$ cat src/hw/rtl/nhbc_pkg.sv
// Package: shared types, constants and the hash step for the name hash bucket chainer.
package nhbc_pkg;

    localparam int HASH_W   = 32;
    localparam int ENTRY_W  = 16;
    localparam int BKT_O_W  = 10;
    localparam int CFG_W    = 11;
    localparam int UNIT_W   = 16;
    localparam int PARENT_W = 31;

    localparam logic [HASH_W-1:0] HASH_SEED   = 32'd123456789;
    localparam int                ROT_R       = 5;
    localparam int                ROT_L       = 27;
    localparam logic [CFG_W-1:0]  MIN_BUCKETS = 11'd3;

    // Input beat kinds
    typedef enum logic [1:0] {
        ACT_UNIT  = 2'd0,
        ACT_EMPTY = 2'd1,
        ACT_CLEAR = 2'd2
    } t_action;

    // One bucket head slot
    typedef struct packed {
        logic               valid;
        logic [ENTRY_W-1:0] entry;
    } t_head;

    // Divider handshake between sequencer and shared modulo unit
    typedef struct packed {
        logic start;
        logic done;
    } t_div_ctl;

    // Rotate right by five, then fold in one code unit
    function automatic logic [HASH_W-1:0] f_hash_step(input logic [HASH_W-1:0] h,
                                                      input logic [UNIT_W-1:0] u);
        return ((h >> ROT_R) | (h << ROT_L)) ^ {{(HASH_W-UNIT_W){1'b0}}, u};
    endfunction

endpackage

$ cat src/hw/rtl/nhbc_mod_unit.sv
// Shared modulo unit: restoring division, one quotient bit per cycle, remainder only.
module nhbc_mod_unit
    import nhbc_pkg::*;
#(
    parameter int DIV_W = 11
) (
    input  logic              i_clk,
    input  logic              i_rst_n,
    input  t_div_ctl          i_ctl,       // start used
    input  logic [HASH_W-1:0] i_dividend,
    input  logic [DIV_W-1:0]  i_divisor,   // held stable while busy
    output t_div_ctl          o_ctl,       // done used
    output logic [DIV_W-1:0]  o_rem
);

    localparam int CNT_W = $clog2(HASH_W);
    localparam logic [CNT_W-1:0] CNT_LAST = CNT_W'(HASH_W - 1);

    logic              r_busy;
    logic              r_done;
    logic [CNT_W-1:0]  r_cnt;
    logic [HASH_W-1:0] r_num;
    logic [DIV_W-1:0]  r_rem;

    logic [DIV_W:0]    w_trial;
    logic [DIV_W:0]    w_diff;
    logic [DIV_W-1:0]  n_rem;

    // One restoring step: shift in next bit, subtract if it fits
    always_comb begin
        w_trial = {r_rem, r_num[HASH_W-1]};
        w_diff  = w_trial - {1'b0, i_divisor};
        if (w_trial >= {1'b0, i_divisor}) begin
            n_rem = w_diff[DIV_W-1:0];
        end else begin
            n_rem = w_trial[DIV_W-1:0];
        end
    end

    // Control
    always_ff @(posedge i_clk) begin
        if (!i_rst_n) begin
            r_busy <= 1'b0;
            r_done <= 1'b0;
            r_cnt  <= '0;
        end else begin
            r_done <= 1'b0;
            if (i_ctl.start) begin
                r_busy <= 1'b1;
                r_cnt  <= '0;
            end else if (r_busy) begin
                r_cnt <= r_cnt + 1'b1;
                if (r_cnt == CNT_LAST) begin
                    r_busy <= 1'b0;
                    r_done <= 1'b1;
                end
            end
        end
    end

    // Datapath
    always_ff @(posedge i_clk) begin
        if (i_ctl.start) begin
            r_num <= i_dividend;
            r_rem <= '0;
        end else if (r_busy) begin
            r_num <= r_num << 1;
            r_rem <= n_rem;
        end
    end

    always_comb begin
        o_ctl       = '0;
        o_ctl.done  = r_done;
        o_rem       = r_rem;
    end

endmodule

$ cat config.mk
export PLATFORM = sky130hd
export DESIGN_NAME = nhbc_mod_unit
export DESIGN_NICKNAME = d
export VERILOG_FILES = /design/src/hw/rtl/nhbc_pkg.sv /design/src/hw/rtl/nhbc_mod_unit.sv
export SDC_FILE = /design/constraint.sdc
export NUM_CORES = 1
export LEC_CHECK = 0
export BUFFER_PORTS_ARGS = -buffer_cell sky130_fd_sc_hd__buf_2
export CAP_MARGIN = 10
export CORE_ASPECT_RATIO = 0.75
export CORE_UTILIZATION = 30
export DETAILED_ROUTE_END_ITERATION = 10
export REMOVE_ABC_BUFFERS = 1
export SLEW_MARGIN = 20
export SYNTH_ARGS = -nofsm -noshare
export SYNTH_HDL_FRONTEND = slang
export SYNTH_SLANG_ARGS = --single-unit
$ cat constraint.sdc
create_clock -name i_clk -period 4.4 [get_ports i_clk]
set_input_delay 0.44 -clock i_clk [delete_from_list [all_inputs] [get_ports i_clk]]
set_output_delay 0.44 -clock i_clk [all_outputs]
set_load 0.05 [all_outputs]
* Word level (Yosys, flattened, before mapping)
Index checks and enable logic that the tools add are counted.
Word-level totals: logic and storage cells 21, bits of input ports 47, output and inout bits 13, bits in registers 50
Cells by class: magnitude comparators 1, reductions and logical operators 3, multiplexer cells 7, bitwise operators 2, equal/unequal tests 1, add/subtract/negate cells 2
Operators by type and width (count):
- two-way mux 32 bit | 2
- >= comparator 12 x 11 -> 1 bit | 1
- two-way mux 11 bit | 1
- subtractor 11 bit | 1
- adder 5 x 1 -> 5 bit (second input constant) | 1
- == test 5 bit (second input constant) | 1
- two-way mux 1 bit | 4
- OR reduction 3 bit | 1
- NOT 1 bit | 2
- nonzero test 2 bit | 1
- OR reduction 2 bit | 1

* Depth between registers and ports, before layout
Gate-level depths: netlist (run 1).
word-level depth 4, depth in mapped cells 10, mapped depth without buffers 9

* Worst setup path after synthesis (run 1)
Ideal clock, no wire load.
path type register to register, start reg r_rem[0] (netlist: o_rem[0]), end reg r_rem[10] (netlist: o_rem[10]), arrival time 2572 ps, cell stages (with the launch flop) 9, library setup time 88 ps, period minus slack after synthesis 2660 ps, data required time 4312 ps, path slack 1740 ps, path buffers 0, cell sequence dfxtp_1 -> inv_1 -> fa_1 -> nand2b_1 -> a21oi_2 -> a211oi_1 -> o41ai_1 -> mux2_2 -> nor4_2
Between the ends: word-level cells in the longest chain between the ends 2, elaborated cells between the ends (all ways) 3, those cells by class add/sub: 1; order compare: 1; mux: 1
RTL lines:
- from (decl) | RTL line nhbc_mod_unit.sv:23 | logic [DIV_W-1:0] r_rem;
- from (signal assigned) | RTL line nhbc_mod_unit.sv:68 | r_rem <= n_rem;
- subtractor 11 bit or >= comparator 12 x 11 -> 1 bit (tied branches) | RTL line nhbc_mod_unit.sv:32, nhbc_mod_unit.sv:33
- two-way mux 11 bit (*) | RTL line nhbc_mod_unit.sv:33 | if (w_trial >= {1'b0, i_divisor}) begin
Every way passes the cells marked *; elsewhere a longest branch is shown, timed or not. A chain may end at the register's enable or synchronous reset.

* Final worst setup path (run 1)
start reg r_num[31], end reg r_rem[10] (netlist: o_rem[10])
Between the ends: word-level cells in the longest chain between the ends 2, elaborated cells between the ends (all ways) 3, those cells by class add/sub: 1; order compare: 1; mux: 1
RTL lines:
- from (decl) | RTL line nhbc_mod_unit.sv:22 | logic [HASH_W-1:0] r_num;
- from (signal assigned) | RTL line nhbc_mod_unit.sv:64 | r_num <= i_dividend;
- from (signal assigned) | RTL line nhbc_mod_unit.sv:67 | r_num <= r_num << 1;
- subtractor 11 bit or >= comparator 12 x 11 -> 1 bit (tied branches) | RTL line nhbc_mod_unit.sv:32, nhbc_mod_unit.sv:33
- two-way mux 11 bit (*) | RTL line nhbc_mod_unit.sv:33
Marked as above.

==> results of run 1 <==
cell usage after synthesis, types with 2 or more instances:
cell and count:
o31ai_1 2, edfxtp_1 32, ha_1 13, o21a_1 2
nand3_1 5, and3_1 2, nor2_1 22, a21oi_1 8
a31oi_1 3, dfxtp_1 18, nor2b_1 4, clkbuf_1 9
buf_4 2, inv_1 14, xnor2_1 4, nand2_1 9
a311oi_1 5, nand2_2 2, a21o_1 6, a211oi_1 4
nor3_1 2, xor2_1 4, mux2_2 32, and4_1 3
mux2i_1 6, nand2b_1 6
path summary, 6_finish.rpt:
path | slack [ns] | startpoint | to | cells past startpoint
setup reg to reg | 1.66 | r_num[31]$_DFFE_PP_ | o_rem[10]$_SDFFE_PP0P_ | 9
hold / removal | 0.38 | i_rst_n | r_busy$_SDFF_PN0_ | 2
setup / recovery | 1.66 | r_num[31]$_DFFE_PP_ | o_rem[10]$_SDFFE_PP0P_ | 9
hold reg to reg | 0.51 | o_rem[8]$_SDFFE_PP0P_ | o_rem[8]$_SDFFE_PP0P_ | 2
flip-flops by register name (all words and copies together), names as in the netlist:
name and cells:
r_busy 1, r_cnt 5, r_num 32, r_done 1, o_rem 11
cells by family after synthesis:
| group | after synthesis |
|---|---|
| AND/OR/NAND/NOR | 65 |
| flip-flops | 50 |
| AO/OA/AOI/OAI | 42 |
| multiplexers | 39 |
| buffers and inverters | 28 |
| adder cells (fa/ha/maj) | 14 |
| XOR/XNOR | 8 |
| other | 1 |
final cells by class:
cell class                      count  area, um^2
Clock buffer                        5       125.1
Clock inverter                      3       23.77
Fill cell                         937        5710
Inverter                           15       56.30
Multi-Input combinational cell    169        1386
Sequential cell                    50        1321
Tap cell                          128       160.2
Timing Repair Buffer               59       300.3
critical path, stage by stage (launching register included):
cell and delay (ns):
edfxtp_1 0.37, inv_1 0.06, ha_1 0.20, fa_1 0.41
nand2b_1 0.17, a21oi_2 0.31, a211oi_1 0.14, o41ai_1 0.38
mux2_2 0.39, nor4_2 0.20
layer usage:
| layer | global-route usage, % | vias up |
|---|---|---|
| met5 | 0 | - |
| met4 | 2.834 | 0 |
| met3 | 4.311 | 5 |
| met2 | 19.67 | 41 |
| met1 | 17.45 | 947 |
| li1 | - | 1015 |
power by group:
group          switching, mW  internal (mW)  total [mW]
Clock                  0.180          0.213       0.393
Combinational          0.171          0.125       0.296
Sequential            0.0205          0.549       0.570
Total                  0.372          0.887        1.26
==> results.cfg, run 1 <==
[floorplan]
initial_utilization_pct = 31.13
die_width_um = 114.1
design.die.area_um2 = 9822
ios = 60
design.core.area_um2 = 9084
die_y_um = 86.08
floorplan.rows = 30

[clock_network]
htree_levels = 2
cts_inserted_buffers = 5
cts_tree = yes
hold_fix_buffers_cts = 0
cts.path.max_buffers = 2
post_cts.repair.setup_buffers = 0
cts-resized-gates = 0
cts-root-buf = clkbuf_16
cts.sinks = 50
clkTransAtPathRegs_ns = 0.07
clk-insertion-delay-late_ns = 0.29

[final_layout]
area_growth_syn_to_layout_pct = 19.29
most_frequent_cells_in_the_layout = 57 x buf_2, 32 x mux2_2, 32 x edfxtp_1
layout.nets = 361
finish.utilization_pct = 37.14
drive_above_1_share_pct = 37.87
final_common_cell = buf_2
fin_area_um2 = 3373
antennaDiodeCount = 0
fin_cells = 429

[yosys]
synthFlopType = edfxtp_1
synth_cells = 247
synth_sequential_area_ratio_pct = 46.73
number_of_warning_messages_in_the_yosys_log = 0
synth_edf_count = 32
syn-cell-area_um2 = 2828
synth_xor_area_share_pct = 2.478
synth-adder-area-share_pct = 6.460
biggest_area_consumer_among_synthesized_cells = edfxtp_1
synth_cell_type_count = 54
number_of_flip_flops_and_latches_in_the_synthesized_netlist = 50
postSynth.asyncResetShare_pct = 0
post_synth_mux_area_share_pct = 15.40
post_synth_main_area_contributors = edfxtp_1 34%, dfxtp_1 13%, mux2_2 13%
synthesis.area_per_instance_um2 = 11.45
synth-compound-area-share_pct = 12.08
post_synthesis_share_of_cell_area_spent_on_and_or_nand_and_nor_gates_pct = 12.48
synth_top_family_by_area = multiplexers
synth.top_cell.area_share_pct = 33.98

[route]
post-route-drc-count = 0
route.top_layer_used = met4
drt-initial-drc-count = 103
m1WireLength_um = 2879
ratio_of_routed_vias_to_standard_cells = 4.681
final_antenna_net_count = 0
detail_route.wl_per_cell_um = 13.73
route.final.wire_length_um = 5891
detailroute.via_count = 2008
drt_pre_antenna_iters = 4
route.met3.wl_um = 322
detailroute.wirelength.met2_um = 2653

[sta]
timing.final.hold_violations = 0
totalNegativeSetupSlack_ns = 0
relSlewSlack_pct = 48.77
finalClockSkew_ns = 0.004724
min_period_over_period_pct = 62.21
worst_slack_ns = 1.663
report.final.slew_viol_count = 0
finalCriticalPeriod_ns = 2.737
rsz0062_at_grt = no
worst_slew_pin_slew_ns = 0.7684
fin_hold_ws_ns = 0.3810
max_clock_freq_mhz = 365.3
finalSetupViolCount = 0

[place]
io_buffers = 57
post_placement_cell_count = 421
post_dp_cell_area_um2 = 3224
post-dp-hpwl_um = 4225
routabilityCongestion = 0.7751
dp_worst_setup_slack_ns = 1.564

[global_route]
track_usage_pct = 12.82
pin_count_of_the_biggest_net_entering_global_routing = 47
grt_overflow = 0
grt_pass1_vias = 1954
grt_pass1_wl_um = 9756
antenna_violations_before_repair = 0

[hold_path]
hp-class = in2reg

[pwr]
static-leakage-power_nw = 1.414
irDropWorstVdd_uv = 179.0
total_power_mw = 1.259
power_per_cell_area_nw_per_um2 = 373.1

[run]
max_cap_violations = 0

[worst_setup_path]
critPathKind = reg2reg
critical_path.endpoint_type = register
crit_arrival_ns = 2.94
cp-start-kind = register
crit_required_ns = 4.60
cp_max_fanout = 5

[status]
status = completed
No activity file was read; power rests on OpenSTA's default activity.
==> run 2, diff against run 1 <==
- clock period: 4.4 -> 2.78 ns (I/O delays scaled with it)
==> run 2 against run 1 <==
Net effect: combinational power is 63% higher; first-iteration DRC count is 21% higher; clock-buffer cell count stayed put; die area stayed put; register-to-register slack worse by 1.5 ns; total power is 67% higher; critical path depth stayed put; final cell count is 0.70% higher; sequential power is 58% higher; utilization is 0.61 points higher; sequential cell count stayed put; routed wire length is 0.39% lower; largest cell class unchanged; largest power group unchanged; highest routed layer unchanged.
==> results.cfg, run 2 (synthesis gave the netlist of run 1 again) <==
[global_route]
grt_pass1_wl_um = 9432
pin_count_of_the_biggest_net_entering_global_routing = 34
antenna_violations_before_repair = 0
grt_pass1_vias = 1959
track_usage_pct = 12.40
grt_overflow = 0

[sta]
relSlewSlack_pct = 47.63
min_period_over_period_pct = 94.16
finalClockSkew_ns = 0.005553
worst_slew_pin_slew_ns = 0.7855
finalCriticalPeriod_ns = 2.618
report.final.slew_viol_count = 0
totalNegativeSetupSlack_ns = 0
max_clock_freq_mhz = 382.0
finalSetupViolCount = 0
timing.final.hold_violations = 0

[route]
drt_pre_antenna_iters = 4
detailroute.via_count = 2028
post-route-drc-count = 0
m1WireLength_um = 2927
ratio_of_routed_vias_to_standard_cells = 4.694
final_antenna_net_count = 0
route.top_layer_used = met4
detail_route.wl_per_cell_um = 13.58
drt-initial-drc-count = 125
route.met3.wl_um = 365
detailroute.wirelength.met2_um = 2509
route.final.wire_length_um = 5868

[hold_path]
hp-class = in2reg

[final_layout]
largest_register_ff_count = 32
final.fill_count = 928
most_frequent_cells_in_the_layout = 57 x buf_2, 32 x mux2_2, 32 x edfxtp_1
seq_area_um2 = 1321
antennaDiodeCount = 0
final_common_cell = buf_2
area_growth_syn_to_layout_pct = 21.24
drive_above_1_share_pct = 38.82
register_bank_with_the_most_flops = r_num
layout.nets = 364
multiInputGateArea_um2 = 1394

[worst_setup_path]
cp_max_fanout = 5
crit_arrival_ns = 2.83
cp-start-kind = register
crit_required_ns = 2.99
critical_path.endpoint_type = register
critPathKind = reg2reg

[clock_network]
cts_tree = yes
cts.sinks = 50
cts-root-buf = clkbuf_16
clk-insertion-delay-late_ns = 0.29
clkTransAtPathRegs_ns = 0.07
post_cts.repair.setup_buffers = 0
cts_inserted_buffers = 5
cts.path.max_buffers = 2
htree_levels = 2

[status]
status = completed

[run]
max_cap_violations = 0

[floorplan]
die_width_um = 114.1
ios = 60
design.die.area_um2 = 9822
floorplan.rows = 30
die_y_um = 86.08
design.core.area_um2 = 9084
initial_utilization_pct = 31.13

[place]
post-dp-hpwl_um = 4212
io_buffers = 57
routabilityCongestion = 0.7380

[pwr]
irDropWorstVdd_uv = 373.6
total_power_mw = 2.105
power_per_cell_area_nw_per_um2 = 613.9
static-leakage-power_nw = 1.450
==> run 2: changes by cell type in the layout (fill, tap and decap cells not counted), sizes merged <==
cell      previous run  this run
clkinvlp             2         1
bufinv               0         1
buf                 59        62
==> run 2: power breakdown <==
| part | internal, mW | switching, mW | leakage (nW) |
|---|---|---|---|
| logic | 0.204 | 0.278 | 0.898 |
| clock network | 0.431 | 0.291 | 0.0819 |
| registers | 0.869 | 0.0305 | 0.470 |
| total | 1.50 | 0.600 | 1.45 |
==> run 2: cell type report <==
class	instances	share of cell area (%)
Clock inverter	3	1.423
Inverter	15	1.642
Timing Repair Buffer	62	9.416
Multi-Input combinational cell	169	40.66
Sequential cell	50	38.54
Clock buffer	5	3.650
Tap cell	128	4.672
==> run 2: worst paths after layout <==
path | start | endpoint | slack [ns] | cells after the start
worst max-delay path | r_num[31]$_DFFE_PP_ | o_rem[10]$_SDFFE_PP0P_ | 0.16 | 9
worst min-delay path | i_rst_n | r_busy$_SDFF_PN0_ | 0.23 | 2
worst max register to register | r_num[31]$_DFFE_PP_ | o_rem[10]$_SDFFE_PP0P_ | 0.16 | 9
worst min register to register | o_rem[8]$_SDFFE_PP0P_ | o_rem[8]$_SDFFE_PP0P_ | 0.51 | 2
==> run 2: per-stage QoR <==
step	hold slack (ns)	cell area [um^2]	utilization [%]	setup WS, ns	instances
2_1_floorplan	0.3490	2764	-	0.1243	234
3_3_place_gp	0.4841	3247	35.74	0.1181	424
3_5_place_dp	0.4870	3247	35.74	0.09913	424
4_1_cts	0.2143	3421	37.66	0.08617	432
5_1_grt	0.2300	3428	37.74	-0.01461	432
6_report	0.2270	3428	37.74	0.1624	432
==> run 2: repair_timing <==
item,CTS,global route
endpoints found under the setup margin,0,1
gates resized for setup,0,1
hold buffers,0,0
==> run 2: routing by layer <==
metal | up-vias | GRT usage, %
met5 | - | 0
met4 | 0 | 3.660
met3 | 9 | 4.806
met2 | 47 | 17.08
met1 | 952 | 17.71
li1 | 1020 | -
==> run 2: worst max-delay path: stages (launching register included) <==
cell	delay (ns)
edfxtp_1	0.36
inv_1	0.05
ha_1	0.20
fa_1	0.41
nand2b_1	0.17
a21oi_2	0.31
a211oi_1	0.17
o41ai_2	0.31
mux2_2	0.39
nor4_2	0.18
